--- config.mk ---
export PLATFORM = sky130hd
export DESIGN_NAME = pblc_evt
export DESIGN_NICKNAME = d
export VERILOG_FILES = /design/src/rtl/core/pblc_pkg.sv /design/src/rtl/core/pblc_evt.sv
export SDC_FILE = /design/constraint.sdc
export NUM_CORES = 1
export LEC_CHECK = 0
export BUFFER_PORTS_ARGS = -buffer_cell sky130_fd_sc_hd__buf_2
export CAP_MARGIN = 5
export CORE_MARGIN = 5
export CORE_UTILIZATION = 60
export DETAILED_ROUTE_END_ITERATION = 8
export PLACE_DENSITY = 0.81
export SYNTH_ARGS = -nofsm -noshare
export SYNTH_HDL_FRONTEND = slang
export SYNTH_SLANG_ARGS = --single-unit
--- constraint.sdc ---
create_clock -name clk -period 7.89 [get_ports clk]
set_clock_uncertainty 0.1 [all_clocks]
set_input_delay 1.578 -clock clk [delete_from_list [all_inputs] [get_ports clk]]
set_output_delay 1.578 -clock clk [all_outputs]
set_load 0.02 [all_outputs]
--- src/rtl/core/pblc_pkg.sv ---
// Package for the power-button / screen-lock controller.
// Holds the channel payload types, view and event codes and register defaults.
// No dependencies.
`default_nettype none

package pblc_pkg;

  // view codes
  typedef enum logic [1:0] {
    VIEW_ACTIVE    = 2'd0,
    VIEW_LOCKED    = 2'd1,
    VIEW_OFF       = 2'd2,
    VIEW_COUNTDOWN = 2'd3
  } view_t;

  // event codes (6 and 7 are ignored)
  localparam logic [2:0] OP_PRESS    = 3'd0;
  localparam logic [2:0] OP_RELEASE  = 3'd1;
  localparam logic [2:0] OP_TICK     = 3'd2;
  localparam logic [2:0] OP_AUTO_OFF = 3'd3;
  localparam logic [2:0] OP_LOCK_KEY = 3'd4;
  localparam logic [2:0] OP_CANCEL   = 3'd5;

  // register indexes
  localparam logic [2:0] REG_LOCK_ENABLE = 3'd0;
  localparam logic [2:0] REG_HOLD_TIME   = 3'd1;
  localparam logic [2:0] REG_CD_TIME     = 3'd2;
  localparam logic [2:0] REG_UNLOCK_WIN  = 3'd3;
  localparam logic [2:0] REG_UNLOCK_CNT  = 3'd4;

  localparam logic [15:0] HOLD_TIME_RST  = 16'd3000;
  localparam logic [15:0] CD_TIME_RST    = 16'd3000;
  localparam logic [15:0] UNLOCK_WIN_RST = 16'd1200;
  localparam logic [3:0]  UNLOCK_CNT_RST = 4'd3;

  typedef struct packed {
    logic [2:0]  op;
    logic [31:0] now;
    logic [15:0] key_code;
    logic        key_eligible;
  } evt_t;

  typedef struct packed {
    logic       backlight_on;
    logic       backlight_off;
    logic       show_shutdown;
    logic       request_shutdown;
    logic       shutdown_cancelled;
    logic       lock_progress;
    logic       unlocked;
    logic [1:0] view_now;
  } res_t;

  typedef struct packed {
    logic [2:0]  index;
    logic [15:0] value;
  } cfg_wr_t;

  typedef struct packed {
    logic        lock_enable;
    logic [15:0] hold_time_ms;
    logic [15:0] countdown_time_ms;
    logic [15:0] unlock_window_ms;
    logic [3:0]  unlock_presses;
  } cfg_t;

endpackage

`default_nettype wire

--- src/rtl/core/pblc_evt.sv ---
// Event logic and controller state: one event per enabled cycle.
// Depends on pblc_pkg.
`default_nettype none

module pblc_evt (
  input  wire logic            clk,
  input  wire logic            rst_n,
  input  wire logic            en,
  input  wire pblc_pkg::evt_t  evt,
  input  wire pblc_pkg::cfg_t  cfg,
  output pblc_pkg::res_t       res
);

  pblc_pkg::view_t view_r, view_nxt;
  pblc_pkg::view_t vbc_r, vbc_nxt;
  logic            locked_r, locked_nxt;
  logic            held_r, held_nxt;
  logic            sent_r, sent_nxt;
  logic [31:0]     press_time_r, press_time_nxt;
  logic [31:0]     cd_start_r, cd_start_nxt;
  logic [3:0]      ucnt_r, ucnt_nxt;
  logic [15:0]     last_key_r, last_key_nxt;
  logic [31:0]     expiry_r, expiry_nxt;

  logic [31:0]     held_ms;
  logic [31:0]     cd_ms;
  logic [31:0]     exp_diff;
  logic            hold_done;
  logic            cd_done;
  logic            seq_restart;
  logic [3:0]      cnt_inc;
  pblc_pkg::view_t cancel_view;

  assign held_ms     = evt.now - press_time_r;
  assign cd_ms       = evt.now - cd_start_r;
  assign exp_diff    = evt.now - expiry_r;
  assign hold_done   = held_ms >= {16'd0, cfg.hold_time_ms};
  assign cd_done     = cd_ms >= {16'd0, cfg.countdown_time_ms};
  // sequence restarts on first press, other key, or window passed
  assign seq_restart = (ucnt_r == 4'd0) || (evt.key_code != last_key_r) || !exp_diff[31];
  assign cnt_inc     = (seq_restart ? 4'd0 : ucnt_r) + 4'd1;
  assign cancel_view = (vbc_r == pblc_pkg::VIEW_OFF && locked_r) ?
                       pblc_pkg::VIEW_LOCKED : pblc_pkg::VIEW_ACTIVE;

  always_comb begin
    view_nxt       = view_r;
    vbc_nxt        = vbc_r;
    locked_nxt     = locked_r;
    held_nxt       = held_r;
    sent_nxt       = sent_r;
    press_time_nxt = press_time_r;
    cd_start_nxt   = cd_start_r;
    ucnt_nxt       = ucnt_r;
    last_key_nxt   = last_key_r;
    expiry_nxt     = expiry_r;
    res            = '0;

    case (evt.op)
      pblc_pkg::OP_PRESS: begin
        if (!held_r) begin
          held_nxt       = 1'b1;
          press_time_nxt = evt.now;
          sent_nxt       = 1'b0;
        end
      end
      pblc_pkg::OP_RELEASE: begin
        if (held_r) begin
          held_nxt = 1'b0;
          if (view_r == pblc_pkg::VIEW_COUNTDOWN) begin
            view_nxt               = cancel_view;
            sent_nxt               = 1'b0;
            res.shutdown_cancelled = 1'b1;
          end else if (!hold_done) begin
            // short press toggles the screen
            if (view_r == pblc_pkg::VIEW_OFF) begin
              res.backlight_on = 1'b1;
              if (locked_r) begin
                view_nxt = pblc_pkg::VIEW_LOCKED;
                ucnt_nxt = 4'd0;
              end else begin
                view_nxt = pblc_pkg::VIEW_ACTIVE;
              end
            end else begin
              locked_nxt        = cfg.lock_enable;
              view_nxt          = pblc_pkg::VIEW_OFF;
              ucnt_nxt          = 4'd0;
              res.backlight_off = 1'b1;
            end
          end
        end
      end
      pblc_pkg::OP_TICK: begin
        if (held_r) begin
          if (view_r != pblc_pkg::VIEW_COUNTDOWN && hold_done) begin
            vbc_nxt           = view_r;
            view_nxt          = pblc_pkg::VIEW_COUNTDOWN;
            cd_start_nxt      = evt.now;
            res.show_shutdown = 1'b1;
            res.backlight_on  = (view_r == pblc_pkg::VIEW_OFF);
          end else if (view_r == pblc_pkg::VIEW_COUNTDOWN && !sent_r && cd_done) begin
            sent_nxt             = 1'b1;
            res.request_shutdown = 1'b1;
          end
        end
      end
      pblc_pkg::OP_AUTO_OFF: begin
        if (!held_r && (view_r == pblc_pkg::VIEW_ACTIVE ||
                        view_r == pblc_pkg::VIEW_LOCKED)) begin
          locked_nxt        = (view_r == pblc_pkg::VIEW_LOCKED) || cfg.lock_enable;
          view_nxt          = pblc_pkg::VIEW_OFF;
          ucnt_nxt          = 4'd0;
          res.backlight_off = 1'b1;
        end
      end
      pblc_pkg::OP_LOCK_KEY: begin
        if (view_r == pblc_pkg::VIEW_LOCKED && evt.key_eligible) begin
          if (seq_restart) begin
            last_key_nxt = evt.key_code;
          end
          expiry_nxt        = evt.now + {16'd0, cfg.unlock_window_ms};
          res.lock_progress = 1'b1;
          if (cnt_inc < cfg.unlock_presses) begin
            ucnt_nxt = cnt_inc;
          end else begin
            ucnt_nxt     = 4'd0;
            locked_nxt   = 1'b0;
            view_nxt     = pblc_pkg::VIEW_ACTIVE;
            res.unlocked = 1'b1;
          end
        end
      end
      pblc_pkg::OP_CANCEL: begin
        if (view_r == pblc_pkg::VIEW_COUNTDOWN) begin
          view_nxt               = cancel_view;
          held_nxt               = 1'b0;
          sent_nxt               = 1'b0;
          res.shutdown_cancelled = 1'b1;
        end
      end
      default: ;
    endcase

    res.view_now = view_nxt;
  end

  always_ff @(posedge clk) begin
    if (!rst_n) begin
      view_r       <= pblc_pkg::VIEW_ACTIVE;
      vbc_r        <= pblc_pkg::VIEW_ACTIVE;
      locked_r     <= 1'b0;
      held_r       <= 1'b0;
      sent_r       <= 1'b0;
      press_time_r <= '0;
      cd_start_r   <= '0;
      ucnt_r       <= '0;
      last_key_r   <= '0;
      expiry_r     <= '0;
    end else if (en) begin
      view_r       <= view_nxt;
      vbc_r        <= vbc_nxt;
      locked_r     <= locked_nxt;
      held_r       <= held_nxt;
      sent_r       <= sent_nxt;
      press_time_r <= press_time_nxt;
      cd_start_r   <= cd_start_nxt;
      ucnt_r       <= ucnt_nxt;
      last_key_r   <= last_key_nxt;
      expiry_r     <= expiry_nxt;
    end
  end

  // countdown is only reachable with the button down
  a_cd_held: assert property (@(posedge clk) disable iff (!rst_n)
    view_r == pblc_pkg::VIEW_COUNTDOWN |-> held_r)
    else $error("countdown view without held button");

  a_req_view: assert property (@(posedge clk) disable iff (!rst_n)
    en && res.request_shutdown |=> view_r == pblc_pkg::VIEW_COUNTDOWN && sent_r)
    else $error("shutdown request outside countdown");

  a_unlock: assert property (@(posedge clk) disable iff (!rst_n)
    en && res.unlocked |=> view_r == pblc_pkg::VIEW_ACTIVE && !locked_r && ucnt_r == 4'd0)
    else $error("unlock left stale lock state");

endmodule

`default_nettype wire

==> results of run 1 <==
final cells by class:
cell class	instances	area, um^2
multi-input combinational	1305	8630
fill	1729	6120
sequential	123	2460
timing repair buffer	157	888
inverter	156	587
clock buffer	17	425
tap	265	332
clock inverter	15	148
worst max-delay path by stage:
| stage | startpoint | end | cells past startpoint |
|---|---|---|---|
| after global placement | evt[17] | res[0] | 24 |
| after global routing | evt[17] | res[0] | 23 |
| final | evt[17] | res[0] | 23 |
| after floorplan | evt[17] | res[7] | 20 |
| after detailed placement | evt[17] | res[0] | 24 |
| after CTS | evt[17] | res[0] | 24 |
power breakdown:
part | internal [uW] | total, uW | switching (uW)
clock | 419 | 780 | 361
combinational | 202 | 513 | 311
sequential | 626 | 631 | 5.02
cells in the final DEF (no fill, tap or decap), types with 15 or more instances in the layout:
master	n
a211oi_1	19
a21o_1	33
a21oi_1	191
a31oi_1	15
and3_1	15
buf_2	116
buf_4	41
clkbuf_16	17
dfxtp_1	123
ha_1	144
inv_1	155
mux2i_1	32
nand2_1	179
nand2b_1	17
nand3_1	77
nand4_1	34
nor2_1	105
nor3_1	36
o21a_1	18
o21ai_0	116
xnor2_1	33
xor2_1	39
stage by stage:
stage	std cells	power (uW)	setup TNS, ps	hold WS [ps]	worst slack (ps)
final	2038	1920	0	351	221
after global routing	2038	2010	-75.3	372	-69.8
after CTS	2035	1920	0	354	77.8
after detailed placement	2003	1140	0	347	97.7
after global placement	2003	1140	0	338	137
after floorplan	1665	980	0	332	616
flip-flops by register name, summed over array words and instances (netlist names):
| name | cells |
|---|---|
| cd_start_r | 32 |
| view_r | 2 |
| vbc_r | 2 |
| sent_r | 1 |
| held_r | 1 |
| ucnt_r | 4 |
| last_key_r | 16 |
| locked_r | 1 |
| press_time_r | 32 |
| expiry_r | 32 |
per-layer routing:
metal,up-vias,GRT usage (%)
li1,6154,-
met1,5864,41.3
met2,500,54.8
met3,74,5.09
met4,0,11.9
met5,-,0
repair_timing:
| action | in CTS | in global routing |
|---|---|---|
| setup endpoints to repair | 0 | 5 |
| buffers inserted | 0 | 3 |
| resized for setup | 0 | 6 |
worst reg2reg max path: cells and delay by family (launching register included):
family	cells	cell delay, ps
buffers and inverters	2	460
flip-flops	1	320
XOR/XNOR	1	150
adder cells (fa/ha/maj)	3	920
multiplexers	1	190
AND/OR/NAND/NOR	6	1580
AO/OA/AOI/OAI	7	1220
cell families (layout without fill, tap and decap cells):
logic type,after synthesis,after routing
adder cells (fa/ha/maj),147,147
multiplexers,33,33
AO/OA/AOI/OAI,501,501
XOR/XNOR,72,72
flip-flops,123,123
buffers and inverters,237,345
AND/OR/NAND/NOR,552,552
==> impl_metrics.yaml, run 1 <==
outcome:
  status: "finished clean"
synth:
  yosysWarnings: 0
  synth_top_family_by_area: "compound AO/OA/AOI/OAI gates"
  ys_seq_area_share_pct: 20.5
  ys_ff_latch: 123
  synth_compound_area_share_pct: 25.6
  synthesis.area_um2: 12000
  synth-adder-area-share_pct: 15.5
  synth_area_leaders: "dfxtp_1, ha_1, a21oi_1"
  async_reset_ff_share_pct: 0
  syn-num-nets: 1920
  synthFlopType: "dfxtp_1"
  syn_inst: 1665
  synth-xor-area-share_pct: 5.26
  synth_top_area_cell: "dfxtp_1"
  yosysMostFrequentCell: "a21oi_1"
  muxShareOfSynthArea_pct: 2.75
  synth_simple_gate_area_share_pct: 22.4
  synthTopCellsByCount: "a21oi_1, nand2_1, inv_1"
  syn_area_per_cell_um2: 7.20
  yosysTopAreaCellShare_pct: 20.5
  synth_edf_count: 0
  synth_cell_types: 77
sta:
  finalHoldViolCount: 0
  fin_crit_sh_pct: 97.2
  fmax_mhz: 130
  period_needed_ps: 7670
  maxSlewHeadroom_pct: 32.5
  slew_violations: 0
  setup_viol: 0
  worstMarginPinSlew_ps: 1010
  rsz0062_at_grt: "yes"
worst_setup_path:
  r2r-start: "press_time_r[0]$_SDFFE_PN0P_"
  crit_chain: "buf_2, inv_1, ha_1, fa_1, nand2b_1, a21oi_2, o31a_1, o22ai_1, xnor2_1, ha_1, a21oi_1, nand2_1, a21oi_1, nor4b_2, buf_4, and4_1, o211a_1, nand4b_1, nor4_4, buf_4, mux2i_2, nand2b_1, buf_2"
  crit_fanout: 5
  end_kind: "output port"
  cpLargestDelayFamily: "simple AND/OR/NAND/NOR gates"
  slowest_stage: "fa_1"
  cp-start-kind: "input port"
  critPathKind: "in2out"
  worstPathRequired_ps: 6210
  worstPathBufferInverterCount: 5
  ff2ff_path_depth: 20
  reg2reg_to: "locked_r$_SDFFE_PN0P_"
  max_stage_delay_ps: 410
  crit_arrival_ps: 5990
  r2r_slack_ps: 2860
min_path:
  min_to: "expiry_r[12]$_SDFFE_PN0P_"
  hold_class: "reg2reg"
  hold_depth: 2
  hold_start: "expiry_r[12]$_SDFFE_PN0P_"
route:
  wl_per_cell_um: 18.0
  wl_um: 36700
  drt-pass1-iter-count: 8
  met2_length_um: 17100
  drc: 0
  postRouteAntennaNets: 0
  top_layer_used: "met4"
  met1_length_um: 15700
  routed-via-count: 12600
  vias_per_cell: 6.18
  drt_iter0_drc: 864
  wl_met3_um: 2730
clocking:
  cts_max_level: 4
  cts_buffers: 17
  cts-root-buf: "clkbuf_16"
  worstSkewPairLatency_ps: 440
  max-clock-path-buffers: 2
  cts_hold_buf: 0
  tritoncts: "yes"
  clkTransAtPathRegs_ps: 60
  cts.sinks: 123
floorplanning:
  start_util_pct: 61.2
  dieArea_um2: 22900
  core_area_um2: 19600
  io_pins: 117
  dieHeight_um: 151
  rows: 51
  die_w_um: 151
power_and_ir_drop:
  leakage_uw: 0.00537
  power.density_nw_per_um2: 143
  vdd_drop_max_uv: 158
global_route:
  antenna_found_initial: 0
  globalRouteTotalUtil_pct: 32.3
  grt_pass1_vias: 12100
  gr-total-overflow: 0
  grt_max_degree: 69
  grt_pass1_wl_um: 59200
placement:
  hpwl_um: 28000
  portBuffers: 116
  gp_congestion: 0.987
  placedInstanceArea_um2: 12800
layout:
  fin_nets: 2015
  insertedDiodeCount: 0
  stdcell_area_um2: 13500
  drive_above_1_share_pct: 12.0
  area.growth.synth_to_final_pct: 12.3
  utilization_pct: 68.8
flow_run:
  drv_cap: 0
No activity file was read; power rests on OpenSTA's default activity.
==> inputs of run 2 (changes only) <==
- CELL_PAD_IN_SITES_DETAIL_PLACEMENT: default -> 1
- CELL_PAD_IN_SITES_GLOBAL_PLACEMENT: default -> 2
- CORE_MARGIN: 5 -> default
- CORE_UTILIZATION: 60 -> 35
- PLACE_DENSITY: 0.81 -> default
- PLACE_DENSITY_LB_ADDON: default -> 0.1
==> impl_metrics.yaml, run 2 (synthesized netlist as in run 1, its figures left out) <==
sta:
  fmax_mhz: 132
  worstMarginPinSlew_ps: 1220
  fin_hold_ws_ps: 354
  finalHoldViolCount: 0
  slew_violations: 0
  maxSlewHeadroom_pct: 18.5
  fin_crit_sh_pct: 96.0
  period_needed_ps: 7570
  worst_slack_ps: 317
  setup_viol: 0
  tns_ps: 0
power_and_ir_drop:
  leakage_uw: 0.00542
  seqPwrFrac_pct: 32.2
  vdd_drop_max_uv: 172
  internal_power_uw: 1280
  p_clk_share_pct: 40.7
  power.net_switching_uw: 682
  power.density_nw_per_um2: 142
  p_sw_share_pct: 34.8
  combPwrFrac_pct: 27.2
floorplanning:
  die_w_um: 187
  dieArea_um2: 35000
  io_pins: 117
  rows: 67
  dieHeight_um: 187
  start_util_pct: 35.7
  core_area_um2: 33600
worst_setup_path:
  slowest_stage: "a211o_1"
  crit_fanout: 5
  worstPathRequired_ps: 6210
  crit_arrival_ps: 5900
  r2r_slack_ps: 2840
  cp-start-kind: "input port"
  worstPathBufferInverterCount: 4
  end_kind: "output port"
  cpLargestDelayFamily: "compound AO/OA/AOI/OAI gates"
  r2r-start: "press_time_r[1]$_SDFFE_PN0P_"
  crit_chain: "buf_2, buf_4, ha_1, a21o_1, a31oi_1, o211ai_1, a211o_1, xor2_1, ha_1, a21oi_1, nor2b_1, o21ai_0, o2111ai_1, a211oi_1, o2111ai_1, a2111o_1, nor4_1, buf_4, nor4_1, buf_2"
  cp-startpoint: "evt[23]"
  reg2reg_to: "locked_r$_SDFFE_PN0P_"
  ff2ff_path_depth: 23
  max_stage_delay_ps: 420
  critPathKind: "in2out"
min_path:
  min_to: "expiry_r[14]$_SDFFE_PN0P_"
  hold_start: "expiry_r[14]$_SDFFE_PN0P_"
  hold_class: "reg2reg"
  hold_depth: 2
route:
  vias_per_cell: 5.60
  drt-pass1-iter-count: 5
  wl_per_cell_um: 19.3
  drc: 0
  routed-via-count: 12500
  drt_iter0_drc: 525
  postRouteAntennaNets: 0
  wl_um: 43100
clocking:
  cts_max_level: 4
  max-clock-path-buffers: 2
  clkTransAtPathRegs_ps: 60
  cts-root-buf: "clkbuf_16"
  tritoncts: "yes"
  cts_hold_buf: 0
  cts_buffers: 17
  cts.sinks: 123
  worstSkewPairLatency_ps: 450
layout:
  final_common_cell: "a21oi_1"
  reg_top3: "cd_start_r x32, expiry_r x32, press_time_r x32"
  drive_above_1_share_pct: 12.6
  area.growth.synth_to_final_pct: 14.9
  fin_nets: 2024
  sequential_cell_area_um2: 2460
  multi_input_area_um2: 8640
  nFillCells: 4255
  stdcell_count: 2230
  final_cell_mix: "a21oi_1, nand2_1, inv_1"
  insertedDiodeCount: 0
placement:
  hpwl_um: 34000
  gp_congestion: 0.913
  post-place-ws_ps: 75.1
  dp_cells: 2197
  portBuffers: 116
global_route:
  gr-total-overflow: 0
  grt_pass1_wl_um: 68400
  grt_pass1_vias: 12800
  globalRouteTotalUtil_pct: 24.8
  grt_max_degree: 76
  antenna_found_initial: 0
outcome:
  status: "finished clean"
flow_run:
  drv_cap: 0
==> run 2: cell types whose count changed in the layout (fill, tap and decap cells not counted), sizes merged <==
cell | previous run | this run
clkbuf | 17 | 18
inv | 164 | 161
buf | 157 | 166
bufinv | 0 | 1
clkinv | 4 | 5
==> run 2: final cells by class <==
cell class	instances	area share (%)
multi-input cells	1305	62.7
repair buffers	166	6.94
well taps	448	4.07
flip-flops and latches	123	17.9
clock buffers	18	3.19
inverters	156	4.26
clock inverters	14	0.981
==> run 2: worst min-delay path, delay by kind of cell, from the launching register on <==
| family | cells | cell delay, ps |
|---|---|---|
| compound gates | 1 | 50 |
| simple gates | 1 | 50 |
| flops | 1 | 310 |
==> run 2: repair_timing <==
action / in CTS / in global routing
endpoints found under the setup margin: 0 / 5
setup buffers: 0 / 1
resized for setup: 0 / 8
==> run 2: through the flow <==
step	utilization (%)	power [uW]	instance area, um^2
6_report	41.0	1960	13800
2_1_floorplan	-	980	12000
5_1_grt	41.0	2070	13800
4_1_cts	40.9	1980	13700
3_3_place_gp	39.2	1160	13200
3_5_place_dp	39.2	1170	13200
==> run 2: worst max-delay path by stage <==
stage,to,slack (ps),depth (start not counted)
global placement,res[8],170,23
finish,res[5],320,20
detailed placement,res[0],80,24
CTS,res[0],70,24
floorplan,res[7],620,20
global route,res[5],-4,20
==> run 2: per-layer routing <==
layer	up-vias	wire [um]	global-route usage, %
li1	6172	-	-
met1	6019	20700	32.9
met2	235	19500	40.1
met3	53	1870	4.58
met4	0	1080	8.35
met5	-	0	0
==> run 2: power by group through the flow <==
stage | registers [uW] | logic, uW | clock network, uW
4_1_cts | 631 | 531 | 823
2_1_floorplan | 642 | 338 | 0
6_report | 631 | 533 | 798
3_5_place_dp | 645 | 528 | 0
5_1_grt | 632 | 594 | 841
3_3_place_gp | 645 | 518 | 0
